--- src/rtl/assert_macros.svh ---
// Assertion macros for the ordered array unit.
// Assertions compile away when SYNTHESIS is defined.
`ifndef ASSERT_MACROS_SVH
`define ASSERT_MACROS_SVH
`ifndef SYNTHESIS
`define OAIDS_ASSERT(lbl, clk, rstn, prop) \
  lbl: assert property (@(posedge clk) disable iff (!rstn) (prop)) \
    else $error("assertion failed");
`define OAIDS_NEVER(lbl, clk, rstn, expr) \
  lbl: assert property (@(posedge clk) disable iff (!rstn) !(expr)) \
    else $error("forbidden condition seen");
`else
`define OAIDS_ASSERT(lbl, clk, rstn, prop)
`define OAIDS_NEVER(lbl, clk, rstn, expr)
`endif
`endif

--- src/rtl/oaids_pkg.sv ---
// Shared constants, codes and types for the ordered array unit.
// No dependencies.
package oaids_pkg;

  localparam int CAPACITY = 64;
  localparam int DATA_W   = 32;
  localparam int IDX_W    = 6;   // indexes one of CAPACITY entries
  localparam int CNT_W    = 7;   // holds 0..CAPACITY
  localparam int POS_W    = 8;
  localparam int OP_W     = 3;
  localparam int STAT_W   = 3;

  localparam logic [OP_W-1:0] OP_INS_START = 3'd0;
  localparam logic [OP_W-1:0] OP_INS_END   = 3'd1;
  localparam logic [OP_W-1:0] OP_INS_AT    = 3'd2;
  localparam logic [OP_W-1:0] OP_DEL_END   = 3'd3;
  localparam logic [OP_W-1:0] OP_DEL_START = 3'd4;
  localparam logic [OP_W-1:0] OP_DEL_AT    = 3'd5;
  localparam logic [OP_W-1:0] OP_SEARCH    = 3'd6;

  localparam logic [STAT_W-1:0] STAT_OK       = 3'd0;
  localparam logic [STAT_W-1:0] STAT_EMPTY    = 3'd1;
  localparam logic [STAT_W-1:0] STAT_BEYOND   = 3'd2;
  localparam logic [STAT_W-1:0] STAT_NEGATIVE = 3'd3;
  localparam logic [STAT_W-1:0] STAT_FULL     = 3'd4;
  localparam logic [STAT_W-1:0] STAT_MISSING  = 3'd5;

  // Broadcast to every cell in the chain
  typedef struct packed {
    logic              ins;
    logic              del;
    logic              srch;
    logic [IDX_W-1:0]  at;
    logic [DATA_W-1:0] word;
    logic [CNT_W-1:0]  count;
  } cell_ctrl_t;

endpackage

--- src/rtl/oaids_cell.sv ---
// One entry of the ordered array: shifts from either neighbour, loads, compares.
// Depends on oaids_pkg.
module oaids_cell (
  input  logic                           clk_i,
  input  logic [oaids_pkg::IDX_W-1:0]    idx_i,
  input  oaids_pkg::cell_ctrl_t          ctrl_i,
  input  logic [oaids_pkg::DATA_W-1:0]   left_i,
  input  logic [oaids_pkg::DATA_W-1:0]   right_i,
  output logic [oaids_pkg::DATA_W-1:0]   entry_o,
  output logic                           match_o
);

  logic [oaids_pkg::DATA_W-1:0] entry_d, entry_q;
  logic                         match_d, match_q;

  always_comb begin
    entry_d = entry_q;
    if (ctrl_i.ins) begin
      if (idx_i > ctrl_i.at) begin
        entry_d = left_i;
      end else if (idx_i == ctrl_i.at) begin
        entry_d = ctrl_i.word;
      end
    end else if (ctrl_i.del) begin
      if (idx_i >= ctrl_i.at) begin
        entry_d = right_i;
      end
    end
  end

  // only entries below the fill count may match
  assign match_d = ctrl_i.srch && (entry_q == ctrl_i.word) &&
                   ({1'b0, idx_i} < ctrl_i.count);

  always_ff @(posedge clk_i) begin
    entry_q <= entry_d;
    match_q <= match_d;
  end

  assign entry_o = entry_q;
  assign match_o = match_q;

endmodule

--- config.mk ---
export PLATFORM = sky130hd
export DESIGN_NAME = oaids_cell
export DESIGN_NICKNAME = d
export VERILOG_FILES = /design/src/rtl/assert_macros.svh /design/src/rtl/oaids_pkg.sv /design/src/rtl/oaids_cell.sv
export SDC_FILE = /design/constraint.sdc
export NUM_CORES = 1
export LEC_CHECK = 0
export BUFFER_PORTS_ARGS = -buffer_cell sky130_fd_sc_hd__buf_2
export CAP_MARGIN = 20
export CORE_ASPECT_RATIO = 0.75
export CORE_MARGIN = 2
export CORE_UTILIZATION = 50
export DETAILED_ROUTE_END_ITERATION = 6
export HOLD_SLACK_MARGIN = 0.02
export PLACE_DENSITY = 0.86
export SETUP_SLACK_MARGIN = 0.15
export SLEW_MARGIN = 40
export SYNTH_ARGS = -nofsm -noshare
export SYNTH_HDL_FRONTEND = slang
export SYNTH_SLANG_ARGS = --single-unit
--- constraint.sdc ---
create_clock -name clk_i -period 7.6 [get_ports clk_i]
set_clock_uncertainty 0.1 [all_clocks]
set_input_delay 2.28 -clock clk_i [delete_from_list [all_inputs] [get_ports clk_i]]
set_output_delay 2.28 -clock clk_i [all_outputs]
set_load 0.01 [all_outputs]
Word level (Yosys, flattened, before mapping)
Cells that the tools add are included.
{"block": "word_totals", "regBits": 33, "in_bits": 119, "output_inout_bits": 33, "wordCells": 18}
{"block": "op_classes", "n_reduce_logical": 5, "n_eq_ne": 3, "order_cmp": 3, "muxes": 5}
{"op": "$mux 32", "count": 5}
{"op": "$eq 32x32->1", "count": 1}
{"op": "$lt 6x7->1", "count": 1}
{"op": "$eq 6x6->1", "count": 1}
{"op": "$ge 6x6->1", "count": 1}
{"op": "$gt 6x6->1", "count": 1}
{"op": "$reduce_bool 2->1", "count": 2}
{"op": "$ne 3x1->1 const B", "count": 1}
{"op": "$reduce_and 3->1", "count": 1}
{"op": "$logic_and 1x1->1", "count": 2}

Longest topological paths before layout
{"block": "depth", "ltp_word": 4, "mapped_depth": 7, "ltp_nobuf": 6}

Worst setup path before layout
OpenSTA, ideal clock, no wires.
{"block": "synth_path", "kind": "input port to flip-flop", "start": "input ctrl_i[44] (netlist bit)", "end": "register entry_q, in the netlist entry_o[0], enable pin", "t_required_ps": 7109, "setup_slack_ps": 3155, "path_buffers": 1, "arrival_ps": 3954, "setup_ps": 391, "cell_stages": 7, "path_cell_list": "inv_1 ha_1 nand2_1 o21a_2 buf_2 o21ai_0 o21a_1"}
{"block": "synth_between", "elab_chain_cells": 3, "word_cells_on_any_way": 6, "classes_between": "order compare (2); eq/ne (2); reduce/logical (2)"}
{"item": "start: declaration", "line_no": "oaids_cell.sv:6", "text": "input oaids_pkg::cell_ctrl_t ctrl_i,"}
{"item": "$gt 6x6->1, or another cell as far along", "line_no": "oaids_cell.sv:19", "text": "if (idx_i > ctrl_i.at) begin"}
{"item": "$ne 3x1->1 (no source line) or $reduce_bool 2->1 (tied branches)"}
{"item": "$reduce_and 3->1 (no source line) (*)"}
{"item": "end signal: assignment", "line_no": "oaids_cell.sv:36", "text": "entry_q <= entry_d;"}
{"item": "end: declaration", "line_no": "oaids_cell.sv:13", "text": "logic [oaids_pkg::DATA_W-1:0] entry_d, entry_q;"}
Every way passes the cells marked *; elsewhere a longest branch is shown, timed or not.
A chain may end at the register's enable or synchronous reset.

Worst setup path in the final report
{"block": "layout_path", "start": "input ctrl_i[40] (netlist bit)", "end": "register entry_q, in the netlist entry_o[10], data pin"}
{"block": "layout_between", "elab_chain_cells": 3}
{"item": "$gt 6x6->1", "line_no": "oaids_cell.sv:19"}
{"item": "$mux 32", "line_no": "oaids_cell.sv:19"}
{"item": "$mux 32", "line_no": "oaids_cell.sv:18", "text": "if (ctrl_i.ins) begin"}
{"item": "via entry_d (one bit)", "line_no": "oaids_cell.sv:13"}
The timed path passes the listed nets, and every way through them passes these cells.

==> results.toml <==
[clock_network]
cts_tree = "built"
clkLatencyLatePin_ns = 0.29
clockRootBuffer = "clkbuf_8"
cts.path.max_buffers = 2
clock_sinks = 33
clk_pin_slew_ns = 0.08
cts-buffers-inserted = 5
post_cts_buffers = 0
ctsResizeCount = 0
hold_buffers = 0
ctsHtreeMaxLevel = 2

[timing]
fin_ws_ns = 3.06
fmax_mhz = 220
finalHoldViolCount = 0
rsz0062_at_grt = "false"
finalCritPeriodShare = 0.597
min_period_ns = 4.54
setup_tns_ns = 0
tightest_slew_ns = 0.774
max_slew_margin = 0.482
finalSetupViolations = 0
report.final.slew_viol_count = 0

[placement]
portBuffers = 151
dp_hpwl_microns = 6690
gp_congestion = 0.843
dp_slack_ns = 2.54

[synth]
synth_top_family_by_area = "compound AO/OA/AOI/OAI gates"
synth_warnings = 0
syn_nets = 449
synth-seq-cells = 33
synthSimpleGateAreaFrac = 0.182
synth.distinct_cells = 34
synth_fa_ha_area_frac = 0.0454
synth_ff_type = "edfxtp_1"
async_flop_share = 0
synth_compound_area_frac = 0.182
ys_seq_area_frac = 0.324
avgSynthCellArea_sq_um = 9.50
muxShareOfSynthArea = 0.0942
syn_area_sq_mm = 0.00303
synth-edff-count = 32
syn_inst = 319
synth_xor_area_frac = 0.0925

[global_routing]
grt_pass1_vias = 3012
grt_antenna_before_repair = 0
grt_pass1_wl_microns = 14200
grt_usage = 0.266
overflow = 0
grt_max_degree = 57

[finish]
area_growth_pct = 28.5
regArea_sq_um = 981
fillers = 500
drive_above_1_share = 0.463
fin_nets = 583
n_antenna_cell = 0
multi_input_area_sq_mm = 0.00184

[worst_hold_path]
holdPathStages = 4
hold_class = "register to register"
worstHoldStart = "entry_o[24]"
min_delay_worst_endpoint = "match_o"

[critical_path]
ff2ff_setup_slack_ns = 6.01
r2r_start = "entry_o[22]"
worst_ep_required_time_ns = 7.54
cp_max_fo = 43
path_class = "input port to register"
r2r_cells = 4
cp-end-kind = "register"
arrival_ns = 4.47
r2r-end = "match_o"
cp-start-kind = "input port"

[floorplan]
fp.dieArea_sq_mm = 0.00670
initial_core_util = 0.520
io-pin-count = 152
die_w_microns = 93.9
core_sq_mm = 0.00583
rows = 24
fp.dieH_microns = 71.4

[pwr]
ir_worst_vdd_mv = 0.0844
p_per_area_mw_per_mm2 = 161
p_leak_uw = 0.00163

[detailed_routing]
drc_errors = 0
postRouteAntennaNets = 0
drtIter0Drc = 127
wirelength_microns = 9080
dr.pass1.iters = 4
wl_per_cell_microns = 17.1
vias = 3068
vias_per_cell = 5.77

[outcome]
status = "finished clean"

[run]
max_cap_viol_count = 0
[flip-flops by register name (all words and copies together) (netlist names)]
signal   flops
entry_o     32
match_o      1
[cell usage in the layout (no fill, tap or decap), drive strengths merged, types with 3 or more instances in the layout]
master	instances
nand4	8
or2	21
mux2	22
o21ai	5
o211ai	21
o21a	3
nor4b	21
clkbuf	6
o32ai	21
ha	11
inv	33
xnor2	31
edfxtp	32
a21oi	27
buf	152
nand2	3
nor3	22
[metrics by stage]
| stage | std cells | utilization | instance area (sq um) | total power [uW] | hold slack [ns] |
|---|---|---|---|---|---|
| 3_5_place_dp | 524 | 0.652 | 3800 | 495 | 0.623 |
| 6_report | 532 | 0.668 | 3890 | 625 | 0.626 |
| 3_3_place_gp | 524 | 0.648 | 3770 | 486 | 0.625 |
| 4_1_cts | 532 | 0.666 | 3880 | 626 | 0.632 |
| 5_1_grt | 532 | 0.668 | 3890 | 659 | 0.688 |
| 2_1_floorplan | 319 | - | 3030 | 399 | 0.604 |
[layer usage]
layer,track usage,part of all wire,up-vias
li1,-,-,1470
met1,0.362,0.43,1443
met2,0.454,0.48,149
met3,0.0484,0.086,6
met4,0.0451,0.0054,0
met5,0,0,-
[final cells by class]
type	instances	area share
Timing Repair Buffer	152	0.197
Inverter	33	0.0318
Sequential cell	33	0.252
Clock inverter	2	0.00257
Clock buffer	6	0.0186
Tap cell	78	0.0251
Multi-Input combinational cell	228	0.473
[worst max path at each step]
stage,startpoint,end,cells after the start
CTS,idx_i[1],entry_o[31],6
detailed placement,idx_i[1],entry_o[31],6
global route,ctrl_i[40],entry_o[31],7
global placement,idx_i[1],entry_o[31],6
finish,ctrl_i[40],entry_o[10],7
floorplan,ctrl_i[44],entry_o[0],7
[worst max-delay path: stages]
cell     delay [ns]
buf_2          0.08
inv_1          0.04
ha_2           0.34
nand2_2        0.41
o21ai_4        0.75
a21oi_4        0.21
mux2_4         0.36
[synthesized netlist by cell type (2+ instances only)]
library cell,count,area (sq um)
nand2b_1,2,12.5
clkbuf_1,10,37.5
a21oi_1,26,130
mux2_4,10,150
nand2_1,3,11.3
ha_1,11,138
o21ai_0,2,10.0
inv_1,33,124
nor3_1,22,110
edfxtp_1,32,961
o211ai_1,21,158
mux2_2,12,135
o21a_1,2,15.0
nor4b_1,21,184
o32ai_1,21,184
or2_2,21,131
buf_2,14,70.1
o21ai_1,2,10.0
xnor2_1,31,272
nand4_1,8,50.1
nor4_1,2,12.5
[cells by family (layout without fill, tap and decap cells)]
group	count (synthesis)	count (layout)
flops	33	33
buf+inv	58	193
mux	22	22
xor+xnor	32	32
simple gates	84	84
fa+ha+maj	11	11
compound gates	79	79
[power breakdown]
part | total, uW | internal, uW | switching [uW] | leakage, uW
clock network | 133 | 63.6 | 69.7 | 0.0000450
registers | 256 | 237 | 19.0 | 0.000315
logic | 236 | 111 | 125 | 0.00127
total | 625 | 412 | 214 | 0.00163
(Power assumes the default switching activity.)
