`config.mk`:
```
export PLATFORM = sky130hd
export DESIGN_NAME = oaids_ffs
export DESIGN_NICKNAME = d
export VERILOG_FILES = /design/src/rtl/assert_macros.svh /design/src/rtl/oaids_pkg.sv /design/src/rtl/oaids_ffs.sv
export SDC_FILE = /design/constraint.sdc
export NUM_CORES = 1
export LEC_CHECK = 0
export ABC_AREA = 1
export BUFFER_PORTS_ARGS = -buffer_cell sky130_fd_sc_hd__buf_4
export CAP_MARGIN = 10
export CORE_ASPECT_RATIO = 1.5
export CORE_MARGIN = 2
export CORE_UTILIZATION = 48
export DETAILED_ROUTE_END_ITERATION = 10
export PLACE_DENSITY = 0.91
export SLEW_MARGIN = 10
export SYNTH_ARGS = -nofsm -noshare
export SYNTH_HDL_FRONTEND = slang
export SYNTH_SLANG_ARGS = --single-unit
```
`constraint.sdc`:
```
create_clock -name vclk -period 5.6
set_input_delay 0.56 -clock vclk [all_inputs]
set_output_delay 0.56 -clock vclk [all_outputs]
set_load 0.005 [all_outputs]
```
`src/rtl/assert_macros.svh`:
```
// Assertion macros for the ordered array unit.
// Assertions compile away when SYNTHESIS is defined.
`ifndef ASSERT_MACROS_SVH
`define ASSERT_MACROS_SVH
`ifndef SYNTHESIS
`define OAIDS_ASSERT(lbl, clk, rstn, prop) \
  lbl: assert property (@(posedge clk) disable iff (!rstn) (prop)) \
    else $error("assertion failed");
`define OAIDS_NEVER(lbl, clk, rstn, expr) \
  lbl: assert property (@(posedge clk) disable iff (!rstn) !(expr)) \
    else $error("forbidden condition seen");
`else
`define OAIDS_ASSERT(lbl, clk, rstn, prop)
`define OAIDS_NEVER(lbl, clk, rstn, expr)
`endif
`endif

```
`src/rtl/oaids_pkg.sv`:
```
// Shared constants, codes and types for the ordered array unit.
// No dependencies.
package oaids_pkg;

  localparam int CAPACITY = 64;
  localparam int DATA_W   = 32;
  localparam int IDX_W    = 6;   // indexes one of CAPACITY entries
  localparam int CNT_W    = 7;   // holds 0..CAPACITY
  localparam int POS_W    = 8;
  localparam int OP_W     = 3;
  localparam int STAT_W   = 3;

  localparam logic [OP_W-1:0] OP_INS_START = 3'd0;
  localparam logic [OP_W-1:0] OP_INS_END   = 3'd1;
  localparam logic [OP_W-1:0] OP_INS_AT    = 3'd2;
  localparam logic [OP_W-1:0] OP_DEL_END   = 3'd3;
  localparam logic [OP_W-1:0] OP_DEL_START = 3'd4;
  localparam logic [OP_W-1:0] OP_DEL_AT    = 3'd5;
  localparam logic [OP_W-1:0] OP_SEARCH    = 3'd6;

  localparam logic [STAT_W-1:0] STAT_OK       = 3'd0;
  localparam logic [STAT_W-1:0] STAT_EMPTY    = 3'd1;
  localparam logic [STAT_W-1:0] STAT_BEYOND   = 3'd2;
  localparam logic [STAT_W-1:0] STAT_NEGATIVE = 3'd3;
  localparam logic [STAT_W-1:0] STAT_FULL     = 3'd4;
  localparam logic [STAT_W-1:0] STAT_MISSING  = 3'd5;

  // Broadcast to every cell in the chain
  typedef struct packed {
    logic              ins;
    logic              del;
    logic              srch;
    logic [IDX_W-1:0]  at;
    logic [DATA_W-1:0] word;
    logic [CNT_W-1:0]  count;
  } cell_ctrl_t;

endpackage

```
`src/rtl/oaids_ffs.sv`:
```
// Find-first encoder over the registered match bits of the cell chain.
// Depends on oaids_pkg.
module oaids_ffs (
  input  logic [oaids_pkg::CAPACITY-1:0] match_i,
  output logic                           hit_o,
  output logic [oaids_pkg::IDX_W-1:0]    idx_o
);

  always_comb begin
    idx_o = '0;
    // walk down so the lowest set bit wins
    for (int k = oaids_pkg::CAPACITY - 1; k >= 0; k--) begin
      if (match_i[k]) begin
        idx_o = oaids_pkg::IDX_W'(k);
      end
    end
  end

  assign hit_o = |match_i;

endmodule

```
# [Word-level counts from Yosys, hierarchy flattened]
# Cells that the tools add are included.
[op_classes] n_mux=64 reduce_logical=1
[op_table] operator="6-bit 2-to-1 mux" count=64
[op_table] operator="64-bit OR reduction" count=1
[word_totals] reg_bits=0 inputBits=64 out_inout_bits=7 wordCells=65

# [Longest topological paths before layout]
# Gate-level depths: netlist of the first run.
[logic_depth] ltp_word=64 ltp_mapped=63 ltp_nobuf=63

# [Least setup slack after synthesis of the first run]
# No wires, ideal clock.
[synth_path] path_kind="input port to output port" from="in match_i[62] in the netlist's numbering" to="out idx_o[0] in the netlist's numbering" t_arrival_ns=3.256 required_time_ns=5.040 path_slack_ns=1.784 stages=63 path_buffers=0 path_cell_list="inv_1 nand2_1 nand2_1 nand2_1 nand2_1 nand2_1 nand2_1 nand2_1 nand2_1 nand2_1 nand2_1 nand2_1 nand2_1 nand2_1 nand2_1 nand2_1 nand2_1 nand2_1 [27 not listed] nand2_1 nand2_1 nand2_1 nand2_1 nand2_1 nand2_1 nand2_1 nand2_1 nand2_1 nand2_1 nand2_1 nand2_1 nand2_1 nand2_1 nand2_1 nand2_1 nand2_1 a21oi_2"
[synth_between] elab_chain_cells=63
[synth_lines] element="from (decl)" line_no="oaids_ffs.sv:4" rtl="input logic [oaids_pkg::CAPACITY-1:0] match_i,"
[synth_lines] element="6-bit 2-to-1 mux (63 in a row)" line_no="oaids_ffs.sv:13" rtl="if (match_i[k]) begin"
[synth_lines] element="to (decl)" line_no="oaids_ffs.sv:6" rtl="output logic [oaids_pkg::IDX_W-1:0] idx_o"
# No other way between the ends.

# [Worst setup path after layout of the first run]
# Same ends and word-level chain as after synthesis.

==> results of run 1 <==
[kinds of logic (layout without fill, tap and decap cells)]
family | after synthesis | count (layout) | synth area share
and+or+nand+nor | 154 | 154 | 0.579
AOI/OAI and AO/OA | 12 | 12 | 0.0745
buffers and inverters | 69 | 140 | 0.347
[stage by stage]
step	hold WS, ns	setup WS [ns]	utilization	std cells
after CTS	1.37	1.24	0.782	328
after detailed placement	1.37	1.25	0.782	328
final	1.37	1.32	0.782	328
after floorplan	1.14	1.78	-	235
after global placement	1.37	1.32	0.782	328
after global routing	1.38	0.495	0.782	328
[power groups by stage]
stage	sequential [mW]	combinational [mW]	clock, mW
after floorplan	0	0.0436	0
after global placement	0	0.0888	0
after detailed placement	0	0.0900	0
after CTS	0	0.0902	0
after global routing	0	0.102	0
final	0	0.0891	0
[synthesized netlist by cell type]
cell type / n
a21oi_1: 4
nand2_1: 100
nand3_1: 6
inv_1: 59
a31oi_1: 1
a311oi_1: 1
bufinv_8: 7
nor3_1: 2
o31ai_1: 1
inv_2: 3
nor4_1: 2
nor2_1: 44
a21oi_2: 1
o21bai_1: 1
o21ai_0: 2
a211oi_1: 1
[per-layer routing]
| metal | global-route usage | part of all wire |
|---|---|---|
| met5 | 0 | 0 |
| met4 | 0.00922 | 0 |
| met3 | 0.00893 | 0.045 |
| met1 | 0.196 | 0.39 |
| met2 | 0.449 | 0.57 |
[path summary, 6_finish.rpt]
| path | from | end | slack (ns) |
|---|---|---|---|
| setup / recovery | match_i[62] | idx_o[0] | 1.32 |
| hold / removal | match_i[0] | idx_o[0] | 1.37 |
[worst max-delay path, delay by kind of cell]
| family | cells | cell delay, ns |
|---|---|---|
| and+or+nand+nor | 61 | 2.82 |
| buffers and inverters | 3 | 0.26 |
| AOI/OAI and AO/OA | 1 | 0.11 |
[layout make-up]
type	count	area, sq um	share of cell area
repair buffers	71	533	0.336
well taps	22	27.5	0.0174
inverters	69	355	0.224
multi-input cells	166	669	0.422
==> flow_summary.toml, run 1 <==
[timing]
setup_viol = 0
period_needed_ns = 4.28
relSlewSlack = 0.686
tns_ns = 0
period_share = 0.765
finalMaxSlewViolations = 0
grt_setup_unrepaired = "no"
hold_viol_final = 0
tightest_slew_ns = 0.467
max_freq_ghz = 0.234

[final_layout]
layout.area.seq_sq_um = 0
antennaDiodeCount = 0
drive_gt1_frac = 0.268
nets = 372
finalInstanceArea_sq_mm = 0.00159
layout_commonest_cell = "nand2_1"
fillerInstances = 186
synthToLayoutAreaGrowth_pct = 54.7
clkbuf_count = 0
layout_common_cells = "nand2_1, buf_4, inv_1"
design.seq.count = 0

[pwr]
p_clk_frac = 0
power.share.sequential = 0
intPower_mw = 0.0537
p_sw_frac = 0.397
p_per_area_mw_per_mm2 = 56.2
p_total_mw = 0.0891
p_sw_mw = 0.0354
vdd_ir_drop_max_mv = 0.0378
p_leak_nw = 1.06
combPwrFrac = 1.000

[grt]
antenna_found_initial = 0
grt_pass1_wl_mm = 4.26
grt_max_degree = 4
overflow = 0
grt.total_usage = 0.196
grt_pass1_vias = 1320

[floorplanning]
die_w_microns = 41.7
core-area_sq_mm = 0.00203
die_height_microns = 60.6
io_pins = 71
start_util = 0.506
die_area_sq_mm = 0.00253
rows = 20

[yosys]
yosys.area.top_type = "nand2_1"
syn_area_per_cell_sq_um = 4.36
netlist_top_cells_area = "nand2_1, inv_1, nor2_1, bufinv_8, nand3_1"
synth_cells = 235
synth_top_cell_area_share = 0.366
synth.distinct_cells = 16
seq_area_frac_synth = 0
ys_warn_count = 0
syn-num-nets = 299
synth_area_sq_mm = 0.00102

[critical_path]
cp_max_fo = 2
critical_path_class = "in -> out"
endpoint_kind = "output port"
worst_path_largest_cell_delay_ns = 0.11
arrival_ns = 3.72
crit_required_ns = 5.04
startpoint_type = "primary input"
cp_slowest_cell = "buf_4"
cp_common_cell = "nand2_1"

[status]
status = "complete, no violations"

[route]
drt_iter0_drc = 10
drt-wirelength-per-cell_microns = 7.20
dr.pass1.iters = 3
vias_per_cell = 4.41
routed_wirelength_mm = 2.36
ant_nets = 0
drc_errors = 0
vias = 1446

[placement]
place_area_sq_mm = 0.00159
finalWeightedCongestion = 0.819
dp_hpwl_mm = 2.25
port_buffers = 71

[cts]
hold_buffers = 0
post_cts_buffers = 0
post_cts_resized = 0

[worst_hold_path]
hold_path_depth = 3
hp-class = "in -> out"

[job]
cap_violations = 0
No activity file was read; power rests on OpenSTA's default activity.
==> run 2: changes to the inputs <==
Settings changed: CORE_UTILIZATION 48 to 44, PLACE_DENSITY 0.91 to 0.85.
Clock period 5.6 ns to 4.3 ns, I/O delays scaled along.
==> flow_summary.toml, run 2 (synthesis results as in run 1) <==
[status]
status = "complete, no violations"

[grt]
antenna_found_initial = 0
overflow = 0
grt_max_degree = 4
grt_pass1_wl_mm = 4.26
grt_pass1_vias = 1323
grt.total_usage = 0.180

[critical_path]
startpoint_type = "primary input"
critical_path_class = "in -> out"
arrival_ns = 3.58
cp_common_cell = "nand2_1"
cp_max_fo = 2
worst_path_largest_cell_delay_ns = 0.11
crit_required_ns = 3.87
cp_slowest_cell = "buf_4"
endpoint_kind = "output port"

[placement]
port_buffers = 71
dp.cells = 329
post-place-ws_ns = 0.228
place_area_sq_mm = 0.00159
dp_hpwl_mm = 2.21
finalWeightedCongestion = 0.785

[final_layout]
design.seq.count = 0
clkbuf_count = 0
layout_commonest_cell = "nand2_1"
synthToLayoutAreaGrowth_pct = 54.8
finalInstanceArea_sq_mm = 0.00159
stdcell_count = 329
nets = 372
antennaDiodeCount = 0
drive_gt1_frac = 0.268
layout_common_cells = "nand2_1, buf_4, inv_1"
layout.area.seq_sq_um = 0

[timing]
grt_setup_unrepaired = "yes"
hold_viol_final = 0
relSlewSlack = 0.665
tightest_slew_ns = 0.497
period_needed_ns = 4.01
finalMaxSlewViolations = 0
setup_viol = 0
setup_ws_ns = 0.295
max_freq_ghz = 0.250
period_share = 0.931

[route]
vias = 1441
routed_wirelength_mm = 2.29
wl_met1_microns = 826
dr_wl_met2_mm = 1.33
drt_iter0_drc = 29
ant_nets = 0
met3_length_microns = 134
drc_errors = 0
dr.pass1.iters = 4
vias_per_cell = 4.38
top_layer = "met3"
drt-wirelength-per-cell_microns = 6.96

[floorplanning]
rows = 21
die_w_microns = 43.4
die_area_sq_mm = 0.00274
core-area_sq_mm = 0.00223
start_util = 0.459
die_height_microns = 63.1
io_pins = 71

[pwr]
p_leak_nw = 1.06
vdd_ir_drop_max_mv = 0.0449
p_per_area_mw_per_mm2 = 72.8

[job]
cap_violations = 0

[cts]
hold_buffers = 0
post_cts_buffers = 0
post_cts_resized = 0

[worst_hold_path]
hp-class = "in -> out"
## run 2: path summary, 6_finish.rpt
| path | from | end | cells past startpoint |
|---|---|---|---|
| worst max-delay path | match_i[62] | idx_o[0] | 65 |
| worst min-delay path | match_i[0] | idx_o[0] | 3 |
## run 2: worst max-delay path: cells and delay by family
| family | cells | cell delay (ns) |
|---|---|---|
| compound gates | 1 | 0.11 |
| buf+inv | 3 | 0.26 |
| simple gates | 61 | 2.80 |
## run 2: routing by layer
metal	up-vias	global-route usage
met5	-	0
met4	0	0.00379
met3	0	0.0229
met2	35	0.396
met1	593	0.169
li1	813	-
## run 2: layout make-up
type | instances | area [sq um]
Tap cell | 23 | 28.8
Timing Repair Buffer | 71 | 533
Fill cell | 224 | 647
Inverter | 69 | 355
Multi-Input combinational cell | 166 | 669
## run 2: stage by stage
stage	utilization	TNS [ns]	hold WS, ns	power, mW
4_1_cts	0.710	0	1.10	0.117
3_3_place_gp	0.710	0	1.11	0.116
5_1_grt	0.710	-0.419	1.11	0.133
2_1_floorplan	-	0	0.878	0.0568
3_5_place_dp	0.710	0	1.11	0.117
6_report	0.710	0	1.10	0.115
## run 2: power breakdown
group	internal, mW	switching, mW
sequential	0	0
clock	0	0
combinational	0.0700	0.0455
total	0.0700	0.0455
